==> src/rtl/core/bfs_hop_distance_defines.svh <==
// Assertion macros shared by the hop distance block
`ifndef BFS_HOP_DISTANCE_DEFINES_SVH
`define BFS_HOP_DISTANCE_DEFINES_SVH

// Same-cycle implication, sampled on clk_i, quiet during reset
`define BFS_ASSERT_NOW(label, ante, cons, msg) \
  label: assert property (@(posedge clk_i) disable iff (!rst_ni) (ante) |-> (cons)) \
    else $error(msg);

// Next-cycle implication, sampled on clk_i, quiet during reset
`define BFS_ASSERT_NEXT(label, ante, cons, msg) \
  label: assert property (@(posedge clk_i) disable iff (!rst_ni) (ante) |=> (cons)) \
    else $error(msg);

`endif

==> src/rtl/core/bfs_pkg.sv <==
// Package: types, constants and codes of the hop distance block
`default_nettype none
package bfs_pkg;

  // Graph size and derived widths
  localparam int NODES   = 32;
  localparam int NodeW   = (NODES > 1) ? $clog2(NODES) : 1;
  localparam int LevelW  = $clog2(NODES + 1);
  localparam int CmdW    = 2;
  localparam int NodeIdW = 5;
  localparam int HopW    = 5;
  localparam int HopMax  = 31;

  typedef logic [NODES-1:0]   node_vec_t;
  typedef logic [NodeIdW-1:0] node_id_t;
  typedef logic [HopW-1:0]    hop_t;
  typedef logic [LevelW-1:0]  level_t;

  // Command codes on the input channel; code 3 is ignored
  typedef enum logic [CmdW-1:0] {
    CMD_ADD   = 2'd0,
    CMD_QUERY = 2'd1,
    CMD_CLEAR = 2'd2
  } cmd_e;

  // Operation broadcast to the row of cells
  typedef enum logic [2:0] {
    OP_NONE,
    OP_ADD,
    OP_CLEAR,
    OP_LOAD,
    OP_STEP
  } cell_op_e;

  typedef enum logic {
    ST_IDLE,
    ST_SEARCH
  } state_e;

  // Control bundle to every cell; node_a carries the source on OP_LOAD
  typedef struct packed {
    cell_op_e op;
    node_id_t node_a;
    node_id_t node_b;
  } cell_ctrl_t;

endpackage
`default_nettype wire

==> src/rtl/core/bfs_stream_if.sv <==
// Valid/ready channels for command and result transactions
`default_nettype none
interface bfs_cmd_if import bfs_pkg::*; ();
  logic            valid;
  logic            ready;
  logic [CmdW-1:0] cmd;
  node_id_t        node_a;
  node_id_t        node_b;

  modport source (output valid, output cmd, output node_a, output node_b, input ready);
  modport sink   (input valid, input cmd, input node_a, input node_b, output ready);
endinterface

interface bfs_res_if import bfs_pkg::*; ();
  logic valid;
  logic ready;
  hop_t hop_count;
  logic reachable;

  modport source (output valid, output hop_count, output reachable, input ready);
  modport sink   (input valid, input hop_count, input reachable, output ready);
endinterface
`default_nettype wire

==> src/rtl/core/bfs_hop_distance.sv <==
// Hop distance block: edge adds, clear, one breadth-first search per query.
// Add-edge and clear transactions give no result.
// A query searches from node_a, one frontier level per cycle, and reports the
// level at which node_b is reached, or unreachable once the frontier empties.
// The next transaction can be taken in the same cycle as the result is raised; a
// stalled result holds the search. Reset clears rows, search and result state.
`default_nettype none
`include "bfs_hop_distance_defines.svh"
module bfs_hop_distance import bfs_pkg::*; (
  input  wire logic clk_i,
  input  wire logic rst_ni,
  bfs_cmd_if.sink   in_if,
  bfs_res_if.source out_if
);

  state_e     state_q, state_d;
  node_id_t   dst_q, dst_d;
  level_t     level_q, level_d;
  logic       out_valid_q, out_valid_d;
  hop_t       hop_q, hop_d;
  logic       reach_q, reach_d;
  cell_ctrl_t ctrl;
  node_vec_t  front_vec, seen_vec, one_vec;
  logic [NODES:0] any_chain;
  logic       in_acc, hit, front_any, fin, a_ok, b_ok;

  assign one_vec   = {{(NODES-1){1'b0}}, 1'b1};
  assign any_chain[0] = 1'b0;

  // Row of node cells
  for (genvar g = 0; g < NODES; g++) begin : g_cell
    bfs_cell u_cell (
      .clk_i      (clk_i),
      .rst_ni     (rst_ni),
      .cell_idx_i (NodeW'(g)),
      .ctrl_i     (ctrl),
      .front_i    (front_vec),
      .any_i      (any_chain[g]),
      .front_o    (front_vec[g]),
      .seen_o     (seen_vec[g]),
      .any_o      (any_chain[g+1])
    );
  end

  assign front_any = any_chain[NODES];
  assign hit       = (int'(dst_q) < NODES) && (|(front_vec & (one_vec << dst_q)));
  assign fin       = hit || !front_any;
  assign in_acc    = in_if.valid && in_if.ready;
  assign a_ok      = int'(in_if.node_a) < NODES;
  assign b_ok      = int'(in_if.node_b) < NODES;

  // Next state, cell control and result register
  always_comb begin
    state_d      = state_q;
    dst_d        = dst_q;
    level_d      = level_q;
    out_valid_d  = out_valid_q;
    hop_d        = hop_q;
    reach_d      = reach_q;
    ctrl.op      = OP_NONE;
    ctrl.node_a  = in_if.node_a;
    ctrl.node_b  = in_if.node_b;
    in_if.ready  = 1'b0;

    // Drop the result once taken
    if (out_valid_q && out_if.ready) out_valid_d = 1'b0;

    unique case (state_q)
      ST_IDLE: begin
        // Ready is always high here, so valid alone marks the transaction
        in_if.ready = 1'b1;
        if (in_if.valid) begin
          priority if (in_if.cmd == CMD_ADD) begin
            if (a_ok && b_ok) ctrl.op = OP_ADD;
          end else if (in_if.cmd == CMD_QUERY) begin
            ctrl.op = OP_LOAD;
            dst_d   = in_if.node_b;
            level_d = '0;
            state_d = ST_SEARCH;
          end else if (in_if.cmd == CMD_CLEAR) begin
            ctrl.op = OP_CLEAR;
          end else begin
            ctrl.op = OP_NONE;
          end
        end
      end
      ST_SEARCH: begin
        if (fin) begin
          // Hold the finished search until the result slot is free
          if (!out_valid_q || out_if.ready) begin
            out_valid_d = 1'b1;
            reach_d     = hit;
            hop_d       = !hit ? '0 :
                          (level_q > LevelW'(HopMax)) ? HopW'(HopMax) : HopW'(level_q);
            state_d     = ST_IDLE;
          end
        end else begin
          ctrl.op = OP_STEP;
          level_d = level_q + 1'b1;
        end
      end
      default: state_d = ST_IDLE;
    endcase
  end

  always_ff @(posedge clk_i or negedge rst_ni) begin
    if (!rst_ni) begin
      state_q     <= ST_IDLE;
      level_q     <= '0;
      out_valid_q <= 1'b0;
      dst_q       <= '0;
      hop_q       <= '0;
      reach_q     <= 1'b0;
    end else begin
      state_q     <= state_d;
      level_q     <= level_d;
      out_valid_q <= out_valid_d;
      dst_q       <= dst_d;
      hop_q       <= hop_d;
      reach_q     <= reach_d;
    end
  end

  assign out_if.valid     = out_valid_q;
  assign out_if.hop_count = hop_q;
  assign out_if.reachable = reach_q;

  `BFS_ASSERT_NOW(a_result_from_search, $rose(out_valid_q), $past(state_q == ST_SEARCH),
                  "result appeared without a search")
  `BFS_ASSERT_NOW(a_unreach_zero, out_valid_q && !reach_q, hop_q == '0,
                  "unreachable result carries a non-zero hop count")
  `BFS_ASSERT_NOW(a_front_seen, 1'b1, (front_vec & ~seen_vec) == '0,
                  "frontier node not marked visited")
  `BFS_ASSERT_NEXT(a_load_onehot, in_acc && in_if.cmd == CMD_QUERY && a_ok,
                   $onehot(front_vec), "search did not start from a single node")

endmodule
`default_nettype wire

==> src/rtl/core/bfs_cell.sv <==
// One graph node: adjacency row, frontier and visited bits
`default_nettype none
module bfs_cell import bfs_pkg::*; (
  input  wire logic             clk_i,
  input  wire logic             rst_ni,
  input  wire logic [NodeW-1:0] cell_idx_i,
  input  wire cell_ctrl_t       ctrl_i,
  input  wire node_vec_t        front_i,
  input  wire logic             any_i,
  output logic                  front_o,
  output logic                  seen_o,
  output logic                  any_o
);

  node_vec_t row_q, row_d;
  logic      front_q, front_d;
  logic      seen_q, seen_d;
  logic      is_a, is_b, next_bit;
  node_vec_t one_vec;

  assign one_vec = {{(NODES-1){1'b0}}, 1'b1};
  assign is_a    = (int'(cell_idx_i) == int'(ctrl_i.node_a));
  assign is_b    = (int'(cell_idx_i) == int'(ctrl_i.node_b));

  // Row is symmetric, so this node joins the next frontier when any
  // frontier node is a neighbour and it has not been visited
  assign next_bit = (|(row_q & front_i)) & ~seen_q;

  always_comb begin
    row_d   = row_q;
    front_d = front_q;
    seen_d  = seen_q;
    unique case (ctrl_i.op)
      OP_ADD: begin
        if (is_a) row_d = row_d | (one_vec << ctrl_i.node_b);
        if (is_b) row_d = row_d | (one_vec << ctrl_i.node_a);
      end
      OP_CLEAR: row_d = '0;
      OP_LOAD: begin
        front_d = is_a;
        seen_d  = is_a;
      end
      OP_STEP: begin
        front_d = next_bit;
        seen_d  = seen_q | next_bit;
      end
      default: ;
    endcase
  end

  always_ff @(posedge clk_i or negedge rst_ni) begin
    if (!rst_ni) begin
      row_q   <= '0;
      front_q <= 1'b0;
      seen_q  <= 1'b0;
    end else begin
      row_q   <= row_d;
      front_q <= front_d;
      seen_q  <= seen_d;
    end
  end

  // Pass the frontier-occupied flag on to the next cell
  assign any_o   = any_i | front_q;
  assign front_o = front_q;
  assign seen_o  = seen_q;

endmodule
`default_nettype wire
==> src/flat_wrapper.sv <==
// flat-port wrapper written by rule: the top's interface ports become plain ports
module bfs_hop_distance_flat import bfs_pkg::*;
  (clk_i, rst_ni, in_if_valid, in_if_cmd, in_if_node_a, in_if_node_b, in_if_ready, out_if_valid, out_if_hop_count, out_if_reachable, out_if_ready);
  bfs_cmd_if in_if_i ();
  bfs_res_if out_if_i ();
  input  wire logic clk_i;
  input  wire logic rst_ni;
  input wire logic [$bits(in_if_i.valid)-1:0] in_if_valid;
  input wire logic [$bits(in_if_i.cmd)-1:0] in_if_cmd;
  input wire logic [$bits(in_if_i.node_a)-1:0] in_if_node_a;
  input wire logic [$bits(in_if_i.node_b)-1:0] in_if_node_b;
  output wire logic [$bits(in_if_i.ready)-1:0] in_if_ready;
  output wire logic [$bits(out_if_i.valid)-1:0] out_if_valid;
  output wire logic [$bits(out_if_i.hop_count)-1:0] out_if_hop_count;
  output wire logic [$bits(out_if_i.reachable)-1:0] out_if_reachable;
  input wire logic [$bits(out_if_i.ready)-1:0] out_if_ready;
  assign in_if_i.valid = in_if_valid;
  assign in_if_i.cmd = in_if_cmd;
  assign in_if_i.node_a = in_if_node_a;
  assign in_if_i.node_b = in_if_node_b;
  assign in_if_ready = in_if_i.ready;
  assign out_if_valid = out_if_i.valid;
  assign out_if_hop_count = out_if_i.hop_count;
  assign out_if_reachable = out_if_i.reachable;
  assign out_if_i.ready = out_if_ready;
  bfs_hop_distance u_core (.clk_i(clk_i), .rst_ni(rst_ni), .in_if(in_if_i), .out_if(out_if_i));
endmodule
==> config.mk <==
export PLATFORM = sky130hd
export DESIGN_NAME = bfs_hop_distance_flat
export DESIGN_NICKNAME = d
export VERILOG_FILES = /design/src/rtl/core/bfs_pkg.sv /design/src/rtl/core/bfs_stream_if.sv /design/src/rtl/core/bfs_hop_distance.sv /design/src/rtl/core/bfs_cell.sv /design/src/flat_wrapper.sv
export VERILOG_INCLUDE_DIRS = /design/src /design/src/rtl/core
export SDC_FILE = /design/constraint.sdc
export NUM_CORES = 2
export LEC_CHECK = 0
export ABC_AREA = 1
export BUFFER_PORTS_ARGS = -buffer_cell sky130_fd_sc_hd__buf_4
export CORE_UTILIZATION = 40
export DETAILED_ROUTE_END_ITERATION = 7
export PLACE_DENSITY_LB_ADDON = 0.25
export SLEW_MARGIN = 15
export SYNTH_ARGS = -nofsm -noshare
export SYNTH_HDL_FRONTEND = slang
export SYNTH_SLANG_ARGS = --single-unit
export TNS_END_PERCENT = 1
==> constraint.sdc <==
create_clock -name clk_i -period 2 [get_ports clk_i]
set_clock_uncertainty 0.05 [all_clocks]
set_input_delay 0.4 -clock clk_i [delete_from_list [all_inputs] [get_ports clk_i]]
set_output_delay 0.4 -clock clk_i [all_outputs]
set_load 0.1 [all_outputs]
## Word-level counts from Yosys, hierarchy flattened

Index checks and enable logic that the tools add are counted.
Widths: inputs -> output; s select.

| storage, ports and cells | value |
|---|---|
| memory bits (writable) | 0 |
| word-level logic and storage cells | 667 |
| ROM bits | 0 |
| input port bits | 16 |
| flip-flop bits (word level) | 1107 |
| memories kept | 0 |
| bits in latches | 0 |
| output and inout port bits | 8 |

| cells by class | value |
|---|---|
| $lt $le $gt $ge | 1 |
| multiplexer cells | 216 |
| shifts and indexed selects | 3 |
| divide/modulo/power cells | 0 |
| $add $sub $neg | 1 |
| eq/ne operators | 72 |
| bitwise logic cells | 226 |
| reduce and logical (&&, ||, !) cells | 46 |
| multiply operators | 0 |

Operator list:

| operator | count |
|---|---|
| $mux 32 | 96 |
| $or 32x32->32 | 64 |
| $pmux 32 s2 | 32 |
| $and 32x32->32 | 33 |
| $reduce_or 32->1 | 33 |
| $eq 5x5->1 const A | 32 |
| $pmux 1 s2 | 65 |
| $shl 1x5->32 const A | 3 |
| $eq 4x5->1 const A | 16 |
| $or 1x1->1 | 63 |
| $eq 3x5->1 const A | 8 |
| $not 1->1 | 34 |
| $and 1x1->1 | 32 |
| $mux 6 | 4 |
| $eq 2x5->1 const A | 4 |
| $mux 3 | 4 |
| $pmux 6 s2 | 1 |
| $eq 1x5->1 const A | 2 |
| $logic_not 5->1 | 2 |
| $mux 1 | 10 |
| $mux 5 | 2 |
| $reduce_and 4->1 | 2 |
| $add 6x1->6 const B | 1 |
| $eq 3x2->1 const B | 2 |
| 15 further kinds | 20 |

## Logic depth before layout (Yosys ltp)

| depth | value |
|---|---|
| word-level depth | 40 |
| depth in mapped cells | 15 |
| depth with buffers taken out | 14 |

## By module

Synthesis repeated with hierarchy kept, for this count alone.

| unflattened totals | value |
|---|---|
| cells, all modules | 13389 |
| area, all modules | 88377.3 sq um |

Modules (own cells, without submodules):

| module | cells an instance | area each (sq um) | instances | seq. area each (sq um) |
|---|---|---|---|---|
| bfs_cell | 412 | 2717.6 | 32 | 850.8 |
| bfs_hop_distance | 205 | 1413.9 | 1 | 475.5 |

## Worst setup path before layout

Ideal clock, no wire load.

| timing | value |
|---|---|
| path kind | reg-to-reg |
| start point | register u_core.state_q |
| end point | register u_core.g_cell[5].u_cell.row_q[8] |
| period minus slack after synthesis | 2103 ps |
| library setup time | 139 ps |
| path buffers | 4 |
| data required time | 1811 ps |
| slack | -103 ps |
| stages on the path, launching flop included | 11 |
| arrival time | 1914 ps |
| cell sequence | dfrtp_1 buf_2 inv_4 nand2_1 nor2_2 nand2_2 nand2_1 buf_4 buf_2 clkbuf_1 o21ai_0 |

| on the way | value |
|---|---|
| cells in the longest elaborated chain, start to end | 4 |
| elaborated cells between the ends (all ways) | 6 |
| classes of those cells | 2 x eq/ne; 2 x mux; 1 x bitwise; 1 x reduce/logical |

Ends and longest elaborated chain:

| what | line | text |
|---|---|---|
| start: declaration | bfs_hop_distance.sv:16 | `state_e state_q, state_d;` |
| start signal: assignment | bfs_hop_distance.sv:115 | `state_q <= state_d;` |
| $not 1->1 (no line) | -- |  |
| $pmux 3 s2 * | bfs_hop_distance.sv:68 | `unique case (state_q)` |
| $eq 3x2->1 or $eq 3x1->1 (tied branches) | bfs_cell.sv:33 | `unique case (ctrl_i.op)` |
| $pmux 32 s2 or $reduce_bool 2->1 (tied branches) | -- |  |
| end signal: assignment | bfs_cell.sv:57 | `row_q <= row_d;` |
| end: declaration | bfs_cell.sv:15 | `node_vec_t row_q, row_d;` |

Mark *: on every way between the ends. The rest lies on a longest branch, timed or not.
A chain may end at the register's enable or synchronous reset.

## Final worst setup path

| timing | value |
|---|---|
| start point | register u_core.g_cell[2].u_cell.front_q |
| end point | register u_core.g_cell[25].u_cell.seen_q |

| on the way | value |
|---|---|
| cells in the longest elaborated chain, start to end | 36 |
| elaborated cells between the ends (all ways) | 44 |
| classes of those cells | 2 x eq/ne; 3 x mux; 34 x bitwise; 5 x reduce/logical |

Ends and longest elaborated chain:

| what | line | text |
|---|---|---|
| start: declaration | bfs_cell.sv:16 | `logic front_q, front_d;` |
| start signal: assignment | bfs_cell.sv:58 | `front_q <= front_d;` |
| $or 1x1->1 (30 in series) | bfs_cell.sv:64 | `assign any_o = any_i \| front_q;` |
| $logic_not 1->1 | bfs_hop_distance.sv:47 | `assign fin = hit \|\| !front_any;` |
| $logic_or 1x1->1 | bfs_hop_distance.sv:47 |  |
| $mux 3 | bfs_hop_distance.sv:88 | `if (fin) begin` |
| $pmux 3 s2 | bfs_hop_distance.sv:68 |  |
| $eq 3x3->1 or $eq 3x2->1 (tied branches) | bfs_cell.sv:33 |  |
| $pmux 1 s2 or $reduce_bool 2->1 (tied branches) | -- |  |
| end signal: assignment | bfs_cell.sv:59 | `seen_q <= seen_d;` |
| end: declaration | bfs_cell.sv:17 | `logic seen_q, seen_d;` |

Parallel ways exist; a longest one is shown, timed or not.

==> results.tsv <==
metric	value	unit
status	finished with violations	
violations	setup timing	
p_int	47.9	mW
numPortBuffers	23	
synth_edf_count	0	
power	75.8	mW
worstSetupEndpointType	flop	
maxCapViolCount	0	
synth_top_flop_cell	dfrtp_1	
drt_iter0_drc	7024	
grtUsageMet2	48.7	%
layout.nets	7075	
synth_top_area_share	52.0	%
synth_top_area_cell	dfrtp_1	
hold_depth	5	
rrSetupSlack	-0.21	ns
setup_viol	80	
fillers	12400	
crit_required	2.59	ns
crit_start	u_core.g_cell[2].u_cell.front_o$_DFFE_PN0P_	
rsz0062_at_grt	yes	
rows	133	
placed_cells	8670	
clock_latency	0.77	ns
die_w	367	um
crit_type	flop to flop	
finalNonFillerCells	8917	
r2r_end	u_core.g_cell[25].u_cell.seen_o$_DFFE_PN0P_	
grt_usage	32.6	%
gr-max-usage-layer	met2	
synth_seq_area_share	52.0	%
clock-sinks	1107	
period_share	110	%
min_path_type	input pin to flop	
core	132000	um2
synth_area	53300	um2
endpoint	u_core.g_cell[25].u_cell.seen_o$_DFFE_PN0P_	
slew_violations	0	
slew_headroom	59.8	%
worst_pin_slew	0.600	ns
drive_gt1_share	16.4	%
p_seq_share	33.7	%
vias	51300	
die_area	135000	um2
cts_buffers	120	
totalWireLength	223000	um
p_leak	29.2	nW
cts_root_buf	clkbuf_16	
grt_pass1_vias	49400	
worstReg2RegStart	u_core.g_cell[2].u_cell.front_o$_DFFE_PN0P_	
powerDensity	1140	nW/um2
synth_warnings	0	
seqCellArea	27700	um2
area_growth	24.7	%
clkTransAtPathRegs	0.07	ns
synthTopCellsByArea	dfrtp_1 (52%), a21oi_1 (9.4%), o22ai_1 (8.0%)	
viasPerCell	5.75	
grt_pass1_wl	327000	um
yosys-top-cells-count	dfrtp_1 (1107), inv_1 (1083), a21oi_1 (1001)	
ios	24	
synthesis.nets	6668	
clkPwrFrac	31.3	%
arrival	2.80	ns
antenna_found_initial	3	
grt_start_max_net_pins	93	
switching_share	36.8	%
hold_ws	0.0517	ns
synth-seq-cells	1107	
synthCells	6648	
cts.htree.levels	3	
post_dp_cell_area	61500	um2
die_h	367	um
cp_max_fo	18	
setup.worst_path.start_class	flop	
fmax	0.453	GHz
grt_use_met3	7.65	%
start_util	40.4	%
cts_tree	yes	
finalWeightedCongestion	0.967	
use_met1	44.3	%
remaining_drc_errors	0	
avgSynthCellArea	8.02	um2
multi_input_area	19700	um2
rr_worst_depth	11	
dp_hpwl	156000	um
wl_per_cell	25.0	um
final_area	66500	um2
timing.final.ws_setup	-0.209	ns
detail-route-antenna-nets	0	
power.switching	27.9	mW
async_reset_ff_share	100	%
period_minus_slack	2.21	ns
report.final.hold_viol_count	0	
ctsLongestPathBuffers	3	
fin_setup_tns	-12.55	ns
yosys.cell_count.top_type	dfrtp_1	
vdd_ir_drop_max	1.40	mV
synth.distinct_cells	37	
grt_overflow	0	
first_pass_iters	8	
power_frac_comb	35.0	%
-- sequential cells by signal, indices dropped and copies added, names as in the netlist --
register                      flops
u_core.dst_q                      5
u_core.g_cell.u_cell.row_q     1024
u_core.out_if.valid               1
u_core.state_q                    1
u_core.g_cell.u_cell.seen_o      32
u_core.out_if.hop_count           5
u_core.g_cell.u_cell.front_o     32
u_core.level_q                    6
u_core.out_if.reachable           1
-- worst min-delay path by stage --
stage / start / endpoint / slack, ns
after floorplan: rst_ni / u_core.dst_q[0]$_DFFE_PN0P_ / 0.05
after global placement: rst_ni / u_core.g_cell[8].u_cell.row_q[23]$_DFFE_PN0P_ / 0.28
after detailed placement: rst_ni / u_core.g_cell[8].u_cell.row_q[23]$_DFFE_PN0P_ / 0.28
after CTS: in_if_node_b[0] / u_core.dst_q[0]$_DFFE_PN0P_ / 0.02
after global routing: in_if_node_b[3] / u_core.dst_q[3]$_DFFE_PN0P_ / 0.06
final: in_if_valid / u_core.state_q$_DFF_PN0_ / 0.05
-- placed cells by master, fill, tap and decap left out, types with 6 or more instances in the layout --
master     count
o21ai_1       24
nor2_4        10
clkinv_1       8
nor3_4         6
clkinv_2      30
dfrtp_2        9
buf_6         27
inv_2         54
a221oi_1      32
o21ai_0      231
a31oi_1       12
clkbuf_16    124
nand3b_1       6
nor3_1         7
nand2_2       14
buf_4        552
nor3_2        13
nand2_4        6
a21oi_2       19
a21oi_1      982
clkbuf_1      21
o211ai_1      37
clkbuf_8      32
nand4_1       35
nand2_1      851
buf_12       186
nor2_2        28
inv_1       1071
bufinv_16     12
nor2_1       484
o22ai_1      685
nand3_2       17
dfrtp_1     1098
nand3_1      384
-- power groups by stage --
stage | Sequential [mW] | Combinational, mW | Clock, mW
final | 25.6 | 26.5 | 23.7
after global routing | 25.7 | 27.5 | 24.8
after CTS | 25.5 | 24.5 | 24.0
after detailed placement | 25.8 | 20.2 | 0
after global placement | 25.8 | 20.5 | 0
after floorplan | 25.6 | 10.1 | 0
-- metrics by stage --
step,utilization (%),setup WS [ns]
2_1_floorplan,-,-0.0466
3_3_place_gp,46.7,-0.569
3_5_place_dp,46.7,-0.558
4_1_cts,50.2,-0.157
5_1_grt,50.4,-0.276
6_report,50.4,-0.209
-- area by class of cell --
cell class              count  area share (%)
repair buffers            776            12.6
inverters                1138            6.45
diodes                      2         0.00753
clock buffers             175            5.38
multi-input cells        3912            29.6
well taps                1755            3.30
clock inverters            52           0.943
flip-flops and latches   1107            41.7
-- critical path, cell delays in order (launching register included) --
cell     delay (ns)
dfrtp_2        0.49
inv_1          0.12
nand4_1        0.24
nor4_2         0.29
buf_4          0.19
nand2_8        0.08
nand2_4        0.09
nor2_4         0.04
buf_12         0.15
buf_12         0.16
nand2_1        0.07
nand3_1        0.07
-- metal layers --
layer / part of all wire [%] / wire [um]
met5: 0.010 / 23
met4: 5.7 / 12700
met3: 11 / 23700
met2: 43 / 96600
met1: 40 / 90100
-- cells by family (layout without fill, tap and decap cells) --
logic type / after synthesis / in the layout / share of synthesized area [%]
buffers and inverters: 1629 / 2141 / 11.9
xor gates and xnor gates: 2 / 2 / 0.0329
adders and majority gates: 4 / 4 / 0.0939
and+or+nand+nor: 1868 / 1868 / 14.8
other: 0 / 2 / 0
DFF: 1107 / 1107 / 52.0
AOI/OAI and AO/OA: 2038 / 2038 / 21.2
-- what timing repair did --
item / in CTS / in global routing
gates cloned: 0 / 2
gates resized for setup: 84 / 94
endpoints found under the setup margin: 288 / 637
hold buffers: 4 / 0
endpoints found under the hold margin: 483 / 0
setup buffers: 11 / 2
pin swaps: 18 / 17
Power figures use the tool's default switching activity.
